$ cat config.mk
export PLATFORM = sky130hd
export DESIGN_NAME = p1305_fold
export DESIGN_NICKNAME = d
export VERILOG_FILES = /design/src/sv/p1305_pkg.sv /design/src/sv/p1305_fold.sv
export SDC_FILE = /design/constraint.sdc
export NUM_CORES = 1
export LEC_CHECK = 0
export CORE_MARGIN = 1.5
export CORE_UTILIZATION = 40
export DETAILED_ROUTE_END_ITERATION = 6
export DONT_BUFFER_PORTS = 1
export SLEW_MARGIN = 20
export SYNTH_ARGS = -nofsm -noshare
export SYNTH_HDL_FRONTEND = slang
export SYNTH_SLANG_ARGS = --single-unit
$ cat constraint.sdc
create_clock -name vclk -period 7
set_clock_uncertainty 0.1 [all_clocks]
set_input_delay 0 -clock vclk [all_inputs]
set_output_delay 0 -clock vclk [all_outputs]
set_load 0.02 [all_outputs]
$ cat src/sv/p1305_pkg.sv
// Shared types and constants for the Poly1305 authenticator.
`default_nettype none
package p1305_pkg;

  localparam int unsigned WordW  = 32;
  localparam int unsigned AccW   = 131;
  localparam int unsigned ProdW  = 256;
  localparam int unsigned ColW   = 67;

  // r clamp mask, little-endian 128-bit value
  localparam logic [127:0] RClamp = 128'h0ffffffc_0ffffffc_0ffffffc_0fffffff;
  // prime 2^130 - 5
  localparam logic [AccW-1:0] Prime = {1'b0, 130'h3_ffffffff_ffffffff_ffffffff_fffffffb};

  localparam logic [1:0] RegRLow  = 2'd0;
  localparam logic [1:0] RegRHigh = 2'd1;
  localparam logic [1:0] RegSLow  = 2'd2;
  localparam logic [1:0] RegSHigh = 2'd3;

  typedef enum logic [7:0] {
    S_IDLE = 8'b0000_0001,
    S_LOAD = 8'b0000_0010,
    S_MUL  = 8'b0000_0100,
    S_RED1 = 8'b0000_1000,
    S_RED2 = 8'b0001_0000,
    S_FIN1 = 8'b0010_0000,
    S_FIN2 = 8'b0100_0000,
    S_FIN3 = 8'b1000_0000
  } state_t;

endpackage
`default_nettype wire

$ cat src/sv/p1305_fold.sv
// Modular fold: value mod-reduced to below 2^131 using 2^130 = 5 (mod p).
`default_nettype none
module p1305_fold (
  input  wire logic [p1305_pkg::ProdW-1:0] value_in,
  output logic      [p1305_pkg::AccW-1:0]  value_out
);
  logic [129:0] lo;
  logic [125:0] hi;

  // split at bit 130 and add high part times five
  always_comb begin
    lo = value_in[129:0];
    hi = value_in[255:130];
    value_out = {1'b0, lo} + {5'b0, hi} + {3'b0, hi, 2'b00};
  end
endmodule
`default_nettype wire

==> impl_metrics.ini <==
[status]
status = finished clean

[sta]
min_period_over_period_pct = 59.3
fmax_mhz = 241
rsz0062_at_grt = no
relSlewSlack_pct = 42.5
slew_viol_final = 0
finalSetupViolations = 0
min_period_ns = 4.15
worst_pin_slew_ns = 0.857
tns_ns = 0
worst_slack_ns = 2.85
hold_violations = 0

[drt]
via_count = 11500
postRouteWirelength_microns = 43500
drt-initial-drc-count = 925
ant_nets = 0
first_pass_iters = 7
drc = 0
wire_per_inst_microns = 23.7
via_per_inst = 6.27

[synthesis]
syn_nets = 2046
muxShareOfSynthArea_pct = 0.185
synth-simple-area-share_pct = 20.3
synth_top_family_by_area = adder cells
synthDistinctLibCells = 77
yosys_warnings = 0
seq_area_frac_synth_pct = 0
synth_area_sq_um = 11500
synthAdderAreaFrac_pct = 36.1
synth_xor_area_share_pct = 9.43
synthCells = 1533
avgSynthCellArea_sq_um = 7.52
synth_compound_area_share_pct = 30.1

[power]
power_density_nw_per_um2 = 239
p_leak_nw = 4.50
ir_drop_v = 0.000104

[global_route]
grt_pass1_vias = 11600
track_usage_pct = 28.0
grt_pass1_wl_microns = 67300
antenna_found_initial = 0
grt.overflow.total = 0
grt_max_degree = 13

[finish]
seq_cell_count = 0
drive_gt1_share_pct = 2.26
syn2layout_area_growth_pct = 1.49
layout.nets = 1975
final_cell_mix = a21oi_1 (210), nand2_1 (156), ha_1 (132)
ff_latch_area_sq_um = 0
fillCellCount = 3018
diodes = 0
final_common_cell = a21oi_1
clkbuf_count = 0

[placement]
gp_congestion = 0.939
portBuffers = 0
dp_slack_ns = 2.81
dp_hpwl_microns = 39300

[floorplanning]
die_w_microns = 173
ios = 387
dieArea_sq_um = 29800
initial_utilization_pct = 41.0
core_area_sq_um = 28100
fp-row-count = 61
die_h_microns = 173

[cts]
postCtsSetupBuffers = 0
post_cts_resized = 0
cts_hold_buf = 0

[critical_path]
crit_path_end_kind = primary output
cp-start-kind = primary input
crit_arrival_ns = 4.05
critPathKind = primary input to primary output
worstPathMaxFanout = 5
cp.required_ns = 6.90

[hold_path]
holdCritPathClass = primary input to primary output

[job]
drv_cap = 0
==> path summary, 6_finish.rpt <==
check                      from              to  slack, ns  cells past startpoint
setup / recovery   value_in[57]  value_out[122]       2.85                     11
hold / removal    value_in[130]    value_out[0]       0.11                      1
==> final cells by class <==
class                      count  area (sq um)  share of cell area (%)
multi-input combinational   1420         11100                    94.6
tap                          378           473                    4.04
inverter                      38           143                    1.22
timing repair buffer           2          15.0                   0.128
==> cells in the mapped netlist, types with 5 or more instances <==
| master | instances | area (sq um) |
|---|---|---|
| a21oi_1 | 210 | 1050 |
| nand2_1 | 156 | 586 |
| ha_1 | 132 | 1650 |
| fa_1 | 125 | 2500 |
| nor2_1 | 116 | 435 |
| o21ai_0 | 106 | 531 |
| xnor2_1 | 70 | 613 |
| nand4_1 | 65 | 407 |
| a21o_1 | 56 | 420 |
| clkbuf_1 | 54 | 203 |
| xor2_1 | 54 | 473 |
| o21bai_1 | 47 | 353 |
| inv_1 | 38 | 143 |
| nor3_1 | 37 | 185 |
| nand3_1 | 25 | 125 |
| o21ai_1 | 20 | 100 |
| buf_2 | 16 | 80.1 |
| o21a_1 | 16 | 120 |
| a31oi_1 | 14 | 87.6 |
| nand2b_1 | 13 | 81.3 |
| nor2b_1 | 13 | 81.3 |
| and4_1 | 11 | 96.3 |
| a21boi_0 | 9 | 67.6 |
| nor4_1 | 9 | 56.3 |
| o211ai_1 | 9 | 67.6 |
| or3_1 | 9 | 56.3 |
| a221oi_1 | 7 | 61.3 |
| o31ai_1 | 7 | 52.6 |
| and2_1 | 5 | 31.3 |
==> per-layer routing <==
layer	GRT usage [%]	share of wire [%]	vias to the layer above
li1	-	-	5459
met1	36.5	42	5526
met2	48.8	48	502
met3	4.90	7.9	44
met4	4.89	2.0	0
met5	0	0	-
==> metrics by stage <==
| stage | total power, mW | area (sq um) | hold slack [ns] | std cells | utilization, % |
|---|---|---|---|---|---|
| global placement | 2.76 | 11700 | 0.108 | 1838 | 41.6 |
| detailed placement | 2.75 | 11700 | 0.106 | 1838 | 41.6 |
| finish | 2.79 | 11700 | 0.105 | 1838 | 41.6 |
| floorplan | 2.14 | 11500 | 0.0998 | 1533 | - |
| global route | 3.00 | 11700 | 0.108 | 1838 | 41.6 |
| CTS | 2.77 | 11700 | 0.106 | 1838 | 41.6 |
==> logic make-up (layout without fill, tap and decap cells) <==
logic type | count (synthesis) | in the layout
AOI/OAI and AO/OA | 554 | 554
xor gates and xnor gates | 124 | 124
adders and majority gates | 257 | 257
buffers and inverters | 113 | 40
muxes | 2 | 2
and+or+nand+nor | 483 | 483
==> power by group <==
group | switching [mW] | internal [mW] | total [mW]
sequential | 0 | 0 | 0
combinational | 1.98 | 0.808 | 2.79
clock | 0 | 0 | 0
total | 1.98 | 0.808 | 2.79
==> critical path, stage by stage <==
cell,delay [ns]
fa_1,0.47
ha_1,0.39
nand2_1,0.16
nor2_1,0.26
nand2_1,0.17
or4_1,0.56
a211oi_1,0.51
nor2_1,0.23
o21ai_1,0.53
a31oi_1,0.28
xnor2_1,0.47
(Power assumes the default switching activity.)
